## config.mk

```make
export PLATFORM = sky130hd
export DESIGN_NAME = sbpc_queue
export DESIGN_NICKNAME = d
export VERILOG_FILES = /design/src/rtl/sbpc_pkg.sv /design/src/rtl/sbpc_queue.sv
export SDC_FILE = /design/constraint.sdc
export NUM_CORES = 1
export LEC_CHECK = 0
export BUFFER_PORTS_ARGS = -buffer_cell sky130_fd_sc_hd__buf_4
export CORE_UTILIZATION = 57
export CTS_CLUSTER_DIAMETER = 30
export DETAILED_ROUTE_END_ITERATION = 10
export PLACE_DENSITY = 0.9
export SYNTH_ARGS = -nofsm -noshare
export SYNTH_HDL_FRONTEND = slang
export SYNTH_SLANG_ARGS = --single-unit
export TNS_END_PERCENT = 30
```

## constraint.sdc

```tcl
create_clock -name clk -period 9.39 [get_ports clk]
set_clock_uncertainty 0.05 [all_clocks]
set_input_delay 0.939 -clock clk [delete_from_list [all_inputs] [get_ports clk]]
set_output_delay 0.939 -clock clk [all_outputs]
set_load 0.02 [all_outputs]
```

## src/rtl/sbpc_pkg.sv

```systemverilog
`timescale 1ns / 1ps
// Shared types, constants and the 64-bit popcount function for the
// stream bit population counter. No dependencies.
package sbpc_pkg;

	localparam int LANES        = 4;
	localparam int LANE_W       = 64;
	localparam int LANE_BYTES   = LANE_W / 8;
	localparam int BLOCK_BYTES  = 32;
	localparam int GROUP_BLOCKS = 16;
	localparam int PLANES       = 4;
	localparam int QUEUE_DEPTH  = 4;
	localparam int VB_W         = 6;
	localparam int TOTAL_W      = 64;
	localparam int POP_W        = 7;
	localparam int LSUM_W       = 11;
	localparam int INC_W        = 13;
	localparam int GPOS_W       = $clog2(GROUP_BLOCKS);
	localparam int QPTR_W       = $clog2(QUEUE_DEPTH);
	localparam int QCNT_W       = $clog2(QUEUE_DEPTH + 1);

	// Plane order inside a plane set.
	localparam int PL_ONES   = 0;
	localparam int PL_TWOS   = 1;
	localparam int PL_FOURS  = 2;
	localparam int PL_EIGHTS = 3;

	typedef logic [LANES-1:0][LANE_W-1:0] block_t;
	typedef logic [PLANES-1:0][LANES-1:0][LANE_W-1:0] plane_set_t;
	typedef logic [LANES-1:0][POP_W-1:0] lane_cnt_t;

	// One masked word waiting between the front and the back.
	typedef struct packed {
		block_t blk;
		logic   last;
	} q_item_t;

	// Queue status seen by both sides.
	typedef struct packed {
		logic empty;
		logic full;
	} q_stat_t;

	// Balanced adder tree over the 64 bits of one lane.
	function automatic logic [POP_W-1:0] pop64(input logic [LANE_W-1:0] v);
		logic [31:0][1:0] p1;
		logic [15:0][2:0] p2;
		logic [7:0][3:0]  p3;
		logic [3:0][4:0]  p4;
		logic [1:0][5:0]  p5;
		for (int i = 0; i < 32; i++) begin
			p1[i] = {1'b0, v[2*i]} + {1'b0, v[2*i+1]};
		end
		for (int i = 0; i < 16; i++) begin
			p2[i] = {1'b0, p1[2*i]} + {1'b0, p1[2*i+1]};
		end
		for (int i = 0; i < 8; i++) begin
			p3[i] = {1'b0, p2[2*i]} + {1'b0, p2[2*i+1]};
		end
		for (int i = 0; i < 4; i++) begin
			p4[i] = {1'b0, p3[2*i]} + {1'b0, p3[2*i+1]};
		end
		for (int i = 0; i < 2; i++) begin
			p5[i] = {1'b0, p4[2*i]} + {1'b0, p4[2*i+1]};
		end
		return {1'b0, p5[0]} + {1'b0, p5[1]};
	endfunction

endpackage

```

## src/rtl/sbpc_queue.sv

```systemverilog
`timescale 1ns / 1ps
// Short first-in first-out queue of masked words between front and back.
// Depends on sbpc_pkg.
module sbpc_queue
	import sbpc_pkg::*;
(
	input  logic    clk,
	input  logic    arst_n,
	input  logic    push,
	input  q_item_t push_item,
	input  logic    pop,
	output q_item_t pop_item,
	output q_stat_t qstat
);

	q_item_t           entry_q [QUEUE_DEPTH];
	logic [QPTR_W-1:0] wr_ptr_q;
	logic [QPTR_W-1:0] rd_ptr_q;
	logic [QCNT_W-1:0] count_q;

	assign qstat.empty = (count_q == '0);
	assign qstat.full  = (count_q == QCNT_W'(QUEUE_DEPTH));
	assign pop_item    = entry_q[rd_ptr_q];

	// Pointers and fill count.
	always_ff @(posedge clk or negedge arst_n) begin
		if (!arst_n) begin
			wr_ptr_q <= '0;
			rd_ptr_q <= '0;
			count_q  <= '0;
		end else begin
			if (push) begin
				wr_ptr_q <= (wr_ptr_q == QPTR_W'(QUEUE_DEPTH - 1)) ? '0 : wr_ptr_q + 1'b1;
			end
			if (pop) begin
				rd_ptr_q <= (rd_ptr_q == QPTR_W'(QUEUE_DEPTH - 1)) ? '0 : rd_ptr_q + 1'b1;
			end
			if (push && !pop) begin
				count_q <= count_q + 1'b1;
			end else if (pop && !push) begin
				count_q <= count_q - 1'b1;
			end
		end
	end

	// Entry storage.
	always_ff @(posedge clk) begin
		if (push) begin
			entry_q[wr_ptr_q] <= push_item;
		end
	end

endmodule

```

==> run_results.csv <==
group,metric,value,unit
run_status,status,"finished, final reports clean",
route,post_drt_wl_per_cell,30.5,um
synthesis,ys_ff_latch,1035,
synthesis,synth_cells,1380,
critical_path,cp_data_required_time,8400,ps
floorplan,core_area,64700,um2
sta,maxClockFrequency,0.206,GHz
sta,timing_worst_slew_pin_value,1100,ps
clock_network,cts_buffer_depth,3,
critical_path,cp.arrival,3860,ps
clock_network,cts.clk_slew.worst_paths,60,ps
critical_path,endpoint_kind,"output port",
route,drt_iter0_markers,2109,
sta,finalHoldViolations,0,
global_route,largest_net_degree_at_the_start_of_global_routing,146,
route,drt_pass1_iterations,5,
clock_network,htree_levels,4,
floorplan,core.rowCount,93,
power,areal_power_density_over_the_cells,352,nW/um2
layout,design.final.nets,2268,
layout,syn_to_final_growth,25.8,%
synthesis,post_synth_instance_area,37500,um2
route,routed_wl,91.2,mm
clock_network,post-cts-setup-buffers,0,
floorplan,fp.dieW,259,um
place,post-dp-hpwl,49.0,mm
synthesis,postSynthAreaPerCell,27.2,um2
floorplan,die-area,66800,um2
critical_path,cp_max_fanout,112,
clock_network,clock-sinks,1035,
clock_network,cts_buffers,143,
critical_path,timing.critical_path.slowest_cell_delay,910,ps
place,placement.cell_area,42200,um2
power,power.share.switching,0.310,
critical_path,startpoint_type,"register",
clock_network,gates_resized_cts_repair,0,
sta,tns,0,ps
power,power.share.clock,0.329,
power,power.leakage,0.0162,uW
power,pwr-share-seq,0.378,
synthesis,synth_cell_type_count,19,
synthesis,synth_nets,1648,
clock_network,ctsRootBufferMaster,"clkbuf_16",
sta,rsz0062_at_grt,"no",
sta,finalWorstPathRequiredPeriod,4840,ps
run,drv.max_cap_violation_count,0,
clock_network,source_to_sink_clock_delay_at_the_later_pin_of_the_worst_skew_pair,690,ps
global_route,globalRouteTotalUtil,0.275,
sta,report.final.setup_viol,0,
min_path,min-delay-path-class,"in -> reg",
power,power.ir.vdd_worst,0.000315,V
clock_network,cts_tree,"done",
critical_path,path_class,"reg -> out",
route,dr_total_vias,18100,
synthesis,count_of_yosys_warnings_during_synthesis,0,
global_route,globalRouteOverflowTotal,0,
place,gp_routability_congestion,0.788,
critical_path,crit_path_frequent_cell,"buf_4",
route,drt_drc,0,
global_route,antenna_found_initial,12,
layout,layout-drive-gt1-share,0.487,
critical_path,sequence_of_cells_on_the_critical_path,"buf_4 > buf_12 > mux4_2 > buf_4",
sta,fin_crit_sh,0.516,
global_route,grt_pass1_wl,130,mm
floorplan,chipHeight,259,um
route,antenna_violating_nets_post_route,0,
power,power_report.internal_total,11400,uW
floorplan,initial_core_util,0.580,
synthesis,synth-seq-area-share,0.828,
sta,hold_slack,388,ps
power,total_switching_power,5150,uW
sta,timing.slew.headroom,0.267,
floorplan,top_level_ports,520,
global_route,vias_in_the_first_global_route,19600,
power,combinationalPowerShare,0.293,
route,vias_per_cell,6.05,
layout,final_design_area_no_fill,47200,um2
place,buffer_ports.inserted,519,
critical_path,critical_path.slowest_cell,"dfrtp_4",
sta,timing.final.max_slew_violations,0,
## synth_stat cells
library cell,n,area share
edfxtp_1,1028,0.82
mux4_2,257,0.15
buf_2,27,0.0036
buf_6,25,0.0075
dfrtp_1,7,0.0047
ha_1,6,0.0020
and2_1,4,0.00067
clkbuf_1,4,0.00040
inv_1,4,0.00040
mux2_2,3,0.00090
nor2_1,3,0.00030
buf_4,2,0.00040
nand2_1,2,0.00020
o21ai_0,2,0.00027
xor2_1,2,0.00047
fa_1,1,0.00053
nor3_1,1,0.00013
nor3b_1,1,0.00020
xnor2_1,1,0.00023
## final timing paths
check	to	depth (start not counted)	from	slack, ps
setup / recovery	pop_item[118]	4	rd_ptr_q[0]	4550
hold / removal	entry_q[1][62]	1	push_item[62]	390
setup reg to reg	entry_q[2][84]	4	wr_ptr_q[0]	6400
hold reg to reg	count_q[2]	1	count_q[2]	460
max in group asynchronous	rd_ptr_q[1]	2	arst_n	8600
min in group asynchronous	count_q[0]	2	arst_n	550
## cell usage in the layout, fill, tap and decap left out, types with 3 or more instances in the layout
master and instances:
clkinvlp_4 19, clkinv_2 23, clkinv_1 15, buf_4 525
inv_16 3, clkbuf_1 17, mux2_2 3, inv_1 4
dfrtp_1 5, and2_4 4, clkbuf_16 148, ha_1 6
clkinv_4 9, buf_12 7, edfxtp_1 1028, clkinv_8 3
mux4_2 257, inv_6 10, bufinv_16 17, nor2_1 3
diode_2 10
## metal layers
layer	vias up	GRT usage	wire length (um)
met5	-	0	48
met4	6	0.147	4570
met3	248	0.0795	8500
met2	1090	0.462	47700
met1	9413	0.322	30300
li1	7318	-	-
## power by group through the flow
stage                     Clock [uW]  Sequential, uW  Combinational (uW)
after CTS                       5530            6280                4900
after floorplan                    0            6320                3130
final                           5460            6270                4870
after global placement             0            6230                4710
after global routing            5700            6320                5050
after detailed placement           0            6310                4790
## state kept, by name (all words and copies together) (netlist names)
| name | cells |
|---|---|
| entry_q | 1028 |
| count_q | 3 |
| rd_ptr_q | 2 |
| wr_ptr_q | 2 |
## through the flow
| step | util | cells | power (uW) | setup slack, ps |
|---|---|---|---|---|
| finish | 0.729 | 2986 | 16600 | 4550 |
| floorplan | - | 1380 | 9450 | 1940 |
| global route | 0.729 | 2985 | 17100 | 4200 |
| global placement | 0.653 | 2709 | 10900 | 5220 |
| detailed placement | 0.653 | 2709 | 11100 | 5230 |
| CTS | 0.729 | 2976 | 16700 | 4400 |
## critical path: cells and delay by family, from the launching register on
family	cells	cell delay [ps]
flops	1	910
mux	1	650
buf+inv	3	1350
## cell type report
| class | count | area [um2] |
|---|---|---|
| Timing Repair Buffer | 533 | 4090 |
| Multi-Input combinational cell | 283 | 6020 |
| Inverter | 4 | 15.0 |
| Clock inverter | 101 | 1140 |
| Clock buffer | 165 | 3770 |
| Sequential cell | 1035 | 31100 |
| Fill cell | 3330 | 17500 |
| Antenna cell | 10 | 25.0 |
| Tap cell | 855 | 1070 |
## kinds of logic (layout without fill, tap and decap cells)
| logic type | after synthesis | after routing | synth area share |
|---|---|---|---|
| AO/OA/AOI/OAI | 2 | 2 | 0.000267 |
| adder cells (fa/ha/maj) | 7 | 7 | 0.00253 |
| AND/OR/NAND/NOR | 11 | 11 | 0.00150 |
| XOR/XNOR | 3 | 3 | 0.000701 |
| other | 0 | 10 | 0 |
| buffers and inverters | 62 | 803 | 0.0123 |
| flip-flops | 1035 | 1035 | 0.828 |
| multiplexers | 260 | 260 | 0.155 |
## what timing repair did
item | CTS | global route
hold buffers | 1 | 0
hold endpoints to repair | 7 | 0
endpoints found under the setup margin | 0 | 0
Note: power is estimated with default switching activity, not from simulation.
