$ cat src/rtl/sbpc_pkg.sv
`timescale 1ns / 1ps
// Shared types, constants and the 64-bit popcount function for the
// stream bit population counter. No dependencies.
package sbpc_pkg;

	localparam int LANES        = 4;
	localparam int LANE_W       = 64;
	localparam int LANE_BYTES   = LANE_W / 8;
	localparam int BLOCK_BYTES  = 32;
	localparam int GROUP_BLOCKS = 16;
	localparam int PLANES       = 4;
	localparam int QUEUE_DEPTH  = 4;
	localparam int VB_W         = 6;
	localparam int TOTAL_W      = 64;
	localparam int POP_W        = 7;
	localparam int LSUM_W       = 11;
	localparam int INC_W        = 13;
	localparam int GPOS_W       = $clog2(GROUP_BLOCKS);
	localparam int QPTR_W       = $clog2(QUEUE_DEPTH);
	localparam int QCNT_W       = $clog2(QUEUE_DEPTH + 1);

	// Plane order inside a plane set.
	localparam int PL_ONES   = 0;
	localparam int PL_TWOS   = 1;
	localparam int PL_FOURS  = 2;
	localparam int PL_EIGHTS = 3;

	typedef logic [LANES-1:0][LANE_W-1:0] block_t;
	typedef logic [PLANES-1:0][LANES-1:0][LANE_W-1:0] plane_set_t;
	typedef logic [LANES-1:0][POP_W-1:0] lane_cnt_t;

	// One masked word waiting between the front and the back.
	typedef struct packed {
		block_t blk;
		logic   last;
	} q_item_t;

	// Queue status seen by both sides.
	typedef struct packed {
		logic empty;
		logic full;
	} q_stat_t;

	// Balanced adder tree over the 64 bits of one lane.
	function automatic logic [POP_W-1:0] pop64(input logic [LANE_W-1:0] v);
		logic [31:0][1:0] p1;
		logic [15:0][2:0] p2;
		logic [7:0][3:0]  p3;
		logic [3:0][4:0]  p4;
		logic [1:0][5:0]  p5;
		for (int i = 0; i < 32; i++) begin
			p1[i] = {1'b0, v[2*i]} + {1'b0, v[2*i+1]};
		end
		for (int i = 0; i < 16; i++) begin
			p2[i] = {1'b0, p1[2*i]} + {1'b0, p1[2*i+1]};
		end
		for (int i = 0; i < 8; i++) begin
			p3[i] = {1'b0, p2[2*i]} + {1'b0, p2[2*i+1]};
		end
		for (int i = 0; i < 4; i++) begin
			p4[i] = {1'b0, p3[2*i]} + {1'b0, p3[2*i+1]};
		end
		for (int i = 0; i < 2; i++) begin
			p5[i] = {1'b0, p4[2*i]} + {1'b0, p4[2*i+1]};
		end
		return {1'b0, p5[0]} + {1'b0, p5[1]};
	endfunction

endpackage

$ cat src/rtl/sbpc_front.sv
`timescale 1ns / 1ps
// Front end: accepts input words, masks bytes past the valid count and
// hands masked words to the queue. Depends on sbpc_pkg.
module sbpc_front
	import sbpc_pkg::*;
(
	input  logic                clk,
	input  logic                arst_n,
	input  logic                blk_valid,
	output logic                blk_stall,
	input  logic [LANE_W-1:0]   lane_zero,
	input  logic [LANE_W-1:0]   lane_one,
	input  logic [LANE_W-1:0]   lane_two,
	input  logic [LANE_W-1:0]   lane_three,
	input  logic [VB_W-1:0]     valid_bytes,
	input  logic                last_block,
	input  q_stat_t             qstat,
	output logic                push,
	output q_item_t             push_item
);

	logic    hold_v_q;
	q_item_t hold_q;
	block_t  raw;
	block_t  masked;
	logic    accept;

	// The holding register drains into the queue whenever there is room.
	assign push      = hold_v_q && !qstat.full;
	assign blk_stall = hold_v_q && qstat.full;
	assign accept    = blk_valid && !blk_stall;
	assign push_item = hold_q;

	// Byte i counts when it lies inside the block and below the valid count.
	always_comb begin
		raw = {lane_three, lane_two, lane_one, lane_zero};
		for (int l = 0; l < LANES; l++) begin
			for (int b = 0; b < LANE_BYTES; b++) begin
				if ((l * LANE_BYTES + b < BLOCK_BYTES) &&
				    (valid_bytes > VB_W'(l * LANE_BYTES + b))) begin
					masked[l][8*b +: 8] = raw[l][8*b +: 8];
				end else begin
					masked[l][8*b +: 8] = 8'h00;
				end
			end
		end
	end

	// Holding register valid flag.
	always_ff @(posedge clk or negedge arst_n) begin
		if (!arst_n) begin
			hold_v_q <= 1'b0;
		end else if (accept) begin
			hold_v_q <= 1'b1;
		end else if (push) begin
			hold_v_q <= 1'b0;
		end
	end

	// Holding register payload.
	always_ff @(posedge clk) begin
		if (accept) begin
			hold_q.blk  <= masked;
			hold_q.last <= last_block;
		end
	end

endmodule

$ cat config.mk
export PLATFORM = sky130hd
export DESIGN_NAME = sbpc_front
export DESIGN_NICKNAME = d
export VERILOG_FILES = /design/src/rtl/sbpc_pkg.sv /design/src/rtl/sbpc_front.sv
export SDC_FILE = /design/constraint.sdc
export NUM_CORES = 1
export LEC_CHECK = 0
export BUFFER_PORTS_ARGS = -buffer_cell sky130_fd_sc_hd__clkbuf_2
export CAP_MARGIN = 40
export CORE_AREA = 2 2 204 206
export CTS_BUF_LIST = sky130_fd_sc_hd__clkbuf_16
export CTS_CLUSTER_DIAMETER = 40
export DETAILED_ROUTE_END_ITERATION = 10
export DIE_AREA = 0 0 206 208
export PLACE_DENSITY = 0.49
export SLEW_MARGIN = 5
export SYNTH_ARGS = -nofsm -noshare
export SYNTH_HDL_FRONTEND = slang
export SYNTH_SLANG_ARGS = --single-unit
$ cat constraint.sdc
create_clock -name clk -period 14.5 [get_ports clk]
set_clock_uncertainty 0.15 [all_clocks]
set_input_delay 2.175 -clock clk [delete_from_list [all_inputs] [get_ports clk]]
set_output_delay 2.175 -clock clk [all_outputs]
set_load 0.05 [all_outputs]
==> flow_summary_export.csv, run 1 <==
group,metric,value,unit
finish,nets,1429,
grt,grtUsageTotal,0.145,
cts,clockBufferDepth,3,
place,dpl.hpwl,23400,um
cts,ctsHoldBuffers,0,
die,start_util,0.248,
setup_path,critPathArrivalTime,2.76,ns
sta,whs,0.540,ns
sta,fin_tns_setup,0,ns
die,ioPinCount,527,
route,viasPerCell,4.25,
die,die_w,206,um
cts,h-tree-depth,2,
pwr,p_sw_frac,0.279,
place,dp_slack,9.41,ns
synth,ys.flop_type,"edfxtp_1",
grt,grt_max_degree,70,
setup_path,crit_family,"buffers and inverters",
synth,synth-seq-cells,258,
route,drc_errors,0,
synth,seq_area_frac_synth,0.771,
finish,n_antenna_cell,0,
place,place_inst,1647,
pwr,total_power,2.28,mW
sta,setup_viol,0,
grt,grt-ovfl-total,0,
pwr,net-switching-power,0.638,mW
synth,avgSynthCellArea,16.7,um^2
min_path,min-delay-start,"hold_v_q",
cts,clock_latency,0.53,ns
pwr,seqPwrFrac,0.391,
route,avgRoutedWirePerCell,18.6,um
route,vias,7347,
sta,rsz0062_at_grt,"no",
finish,fin_area,15000,um^2
die,core,40600,um^2
sta,max_freq,197,MHz
sta,setup_ws,9.42,ns
finish,final_common_cell,"clkbuf_2",
setup_path,crit_start,"qstat[0]",
pwr,power_density,153,nW/um^2
setup_path,crit_slowest_cell,"clkbuf_2",
cts,cts_buffers,44,
cts,clk_pin_slew,0.05,ns
min_path,hp-class,"reg2reg",
sta,post-route-period-util,0.351,
pwr,clkPwrFrac,0.468,
finish,final_core_util,0.369,
sta,slew_headroom,0.446,
route,dr.first_iter.drc_count,307,
synth,syn-num-nets,870,
synth,synth.distinct_cells,37,
setup_path,cp.buffers_inverters,2,
pwr,p_comb_frac,0.142,
finish,fin_cells,1729,
place,numPortBuffers,525,
synth,syn-cell-area,10000,um^2
setup_path,crit_fanout,3,
setup_path,crit_path_start_kind,"primary input",
synth,synth-edff-count,257,
route,wl,32200,um
grt,first_global_vias,7673,
die,dieArea,42800,um^2
finish,final_cell_mix,"525 x clkbuf_2, 257 x edfxtp_1, 127 x a21boi_0",
sta,finalHoldViolations,0,
cts,root_buffer,"clkbuf_16",
setup_path,required,12.18,ns
sta,fin_crit,5.08,ns
setup_path,cp_common_cell,"clkbuf_2",
pwr,peakVddDrop,0.0890,mV
place,postPlaceCellArea,13400,um^2
outcome,status,"completed",
setup_path,path_cells,"clkbuf_2, and2_1, clkbuf_2",
synth,yosys_warnings,0,
cts,cts_resized,0,
route,first_pass_iters,4,
synth,synth_cells,602,
finish,syn2layout_area_growth,49.0,%
die,die_y,208,um
grt,antenna_found_initial,0,
run,max-cap-violations,0,
synth,async_reset_ff_frac,0.00388,
pwr,p_int,1.64,mW
finish,drive_gt1_frac,0.532,
place,gp_congestion,0.794,
route,ant_nets,0,
grt,grt_pass1_wl,47000,um
cts,cts_setup_buffers,0,
setup_path,cp_slowest_stage_delay,0.30,ns
setup_path,timing.rr.start,"hold_v_q",
setup_path,criticalPathCategory,"in2out",
sta,slew_violations,0,
cts,cts_tree,"built",
cts,clock-sinks,258,
pwr,p_leak,6.31,nW
sta,tightest_slew,0.827,ns
die,rows,74,
setup_path,worstSetupEndpointType,"primary output",
==> tightest hold or removal path: stages, from the launching register on <==
cell     delay (ns)
dfrtp_1        0.32
and2_1         0.20
or2_2          0.14
==> power groups by stage <==
stage / Combinational, mW / Clock (mW) / Sequential, mW
after detailed placement: 0.327 / 0 / 0.906
final: 0.324 / 1.07 / 0.891
after global routing: 0.343 / 1.12 / 0.895
after CTS: 0.328 / 1.09 / 0.892
after floorplan: 0.0606 / 0 / 1.07
after global placement: 0.321 / 0 / 0.906
==> synthesized netlist by cell type (8+ instances only) <==
library cell,n,share of area
clkbuf_1,20,0.0075
and2_1,25,0.016
nor2b_1,58,0.036
nand3_1,11,0.0055
and3_1,16,0.010
o21a_1,8,0.0060
a21boi_0,127,0.095
nand2_1,9,0.0034
o21ai_0,10,0.0050
buf_2,13,0.0065
edfxtp_1,257,0.77
nor3b_1,16,0.012
==> metal layers <==
| metal | vias to the layer above | GRT usage | part of all wire |
|---|---|---|---|
| li1 | 3452 | - | - |
| met1 | 3505 | 0.166 | 0.38 |
| met2 | 335 | 0.248 | 0.49 |
| met3 | 55 | 0.0556 | 0.097 |
| met4 | 0 | 0.0483 | 0.027 |
| met5 | - | 0 | 0 |
==> area by class of cell <==
class / count / area, um^2
sequential: 258 / 7740
tap: 532 / 666
inverter: 1 / 3.75
fill: 4013 / 25600
multi-input combinational: 308 / 2160
clock buffer: 45 / 1130
clock inverter: 37 / 407
timing repair buffer: 548 / 2850
==> cells by family (layout without fill, tap and decap cells) <==
logic type | count (synthesis) | after routing | share of synthesized area
simple gates | 145 | 145 | 0.0890
compound gates | 163 | 163 | 0.124
flops | 258 | 258 | 0.771
buf+inv | 36 | 631 | 0.0156
==> final timing paths <==
kind	cells after the start	slack, ns	end
min reg2reg	2	0.54	hold_v_q
min in group asynchronous	1	1.25	hold_v_q
max in group asynchronous	1	12.86	hold_v_q
min	2	0.54	hold_v_q
max reg2reg	6	11.39	push_item[233]
max	3	9.42	blk_stall
==> sequential cells by signal, summed over array words and instances, names as in the netlist <==
register   flops
push_item    257
hold_v_q       1
Power figures use the tool's default switching activity.
==> run 2, diff against run 1 <==
==> constraint.sdc (replaced) <==
create_clock -name clk -period 5.2 [get_ports clk]
set_clock_uncertainty 0.15 [all_clocks]
set_input_delay 0.78 -clock clk [delete_from_list [all_inputs] [get_ports clk]]
set_output_delay 0.78 -clock clk [all_outputs]
set_load 0.05 [all_outputs]
==> flow_summary_export.csv, run 2 (synthesized netlist as in run 1, its figures left out) <==
group,metric,value,unit
cts,clock-sinks,258,
finish,multi_input_area,2170,um^2
outcome,status,"completed",
sta,post-route-period-util,0.467,
sta,tightest_slew,0.831,ns
cts,cts_tree,"built",
finish,fin_cells,1738,
grt,met2_usage,0.252,
min_path,hp-class,"in2reg",
die,die_w,206,um
die,dieArea,42800,um^2
sta,fin_crit,2.43,ns
setup_path,timing.rr.start,"hold_v_q",
place,dpl.hpwl,25000,um
finish,syn2layout_area_growth,48.5,%
setup_path,crit_start,"valid_bytes[3]",
die,core,40600,um^2
sta,slew_headroom,0.446,
route,ant_nets,0,
sta,max_freq,412,MHz
finish,fillers,4035,
route,viasPerCell,4.30,
grt,first_global_vias,7550,
run,max-cap-violations,0,
pwr,peakVddDrop,0.245,mV
sta,rsz0062_at_grt,"no",
setup_path,cp_slowest_stage_delay,0.82,ns
finish,final_cell_mix,"525 x clkbuf_2, 257 x edfxtp_1, 127 x a21boi_0",
finish,final_common_cell,"clkbuf_2",
route,wl,33500,um
grt,use_met3,0.0533,
grt,met1_usage,0.171,
cts,root_buffer,"clkbuf_16",
die,ioPinCount,527,
route,drc_errors,0,
cts,h-tree-depth,2,
grt,grt_max_degree,74,
setup_path,crit_slowest_cell,"or4_1",
place,postPlaceCellArea,13500,um^2
grt,grt-ovfl-total,0,
route,avgRoutedWirePerCell,19.3,um
place,dp_slack,2.17,ns
setup_path,worstSetupEndpointType,"register",
sta,slew_violations,0,
setup_path,rrSetupSlack,3.13,ns
pwr,p_leak,6.33,nW
place,numPortBuffers,525,
setup_path,path_cells,"clkbuf_2, buf_4, or4_1, and2_1",
grt,grt_pass1_wl,47500,um
sta,setup_ws,2.77,ns
setup_path,rr_worst_depth,4,
cts,clockBufferDepth,3,
finish,fin_area,14900,um^2
setup_path,rr_endpoint,"push_item[175]",
die,start_util,0.248,
finish,final_core_util,0.368,
setup_path,crit_fanout,16,
route,first_pass_iters,4,
setup_path,criticalPathCategory,"in2reg",
finish,largest_register_ffs,257,
route,vias,7467,
place,gp_congestion,0.801,
setup_path,required,5.34,ns
die,die_y,208,um
grt,top_usage_layer,"met2",
pwr,power_density,413,nW/um^2
setup_path,critPathArrivalTime,2.57,ns
finish,nets,1438,
grt,antenna_found_initial,1,
cts,clock_latency,0.53,ns
die,rows,74,
sta,finalHoldViolations,0,
cts,cts_buffers,45,
setup_path,crit_path_start_kind,"primary input",
finish,drive_gt1_frac,0.527,
cts,cts_resized,0,
pwr,total_power,6.16,mW
grt,grtUsageTotal,0.149,
sta,setup_viol,0,
finish,ff_latch_area,7740,um^2
setup_path,crit_end,"push_item[30]",
place,place_inst,1654,
route,dr.first_iter.drc_count,315,
cts,clk_pin_slew,0.05,ns
run 2: metrics by stage:
stage               TNS [ns]  hold slack, ns
floorplan             -52.52           0.334
global placement           0           0.405
detailed placement         0           0.408
CTS                        0           0.249
global route               0           0.258
finish                     0           0.295
run 2: power by group:
group	internal (mW)	leakage, nW	switching, mW
sequential	2.45	2.50	0.0344
combinational	0.229	3.10	0.680
clock	1.77	0.731	0.987
total	4.46	6.33	1.70
run 2: final cells by class:
class | count | share of cell area
diodes | 2 | 0.000336
clock buffers | 47 | 0.0789
inverters | 1 | 0.000252
clock inverters | 34 | 0.0169
repair buffers | 556 | 0.194
well taps | 532 | 0.0447
flip-flops and latches | 258 | 0.519
multi-input cells | 308 | 0.145
run 2: metal layers:
metal  share of wire  routed length, um
met1            0.38              12800
met4           0.029                957
met2            0.49              16400
met3           0.099               3330
met5               0                  0
run 2: timing repair:
item,CTS,global route
setup endpoints to repair,0,0
buffers inserted,0,0
hold endpoints to repair,1,0
hold buffers,1,0
run 2: how the worst min path moves through the flow:
stage / cells past startpoint / start / endpoint / slack (ns)
floorplan: 0 / arst_n / hold_v_q / 0.33
global placement: 1 / arst_n / hold_v_q / 0.40
detailed placement: 1 / arst_n / hold_v_q / 0.41
CTS: 1 / last_block / push_item[0] / 0.25
global route: 1 / last_block / push_item[0] / 0.26
finish: 1 / last_block / push_item[0] / 0.29
run 2: critical path, delay by kind of cell:
kind | cells | cell delay, ns
and+or+nand+nor | 2 | 1.11
buffers and inverters | 2 | 0.66
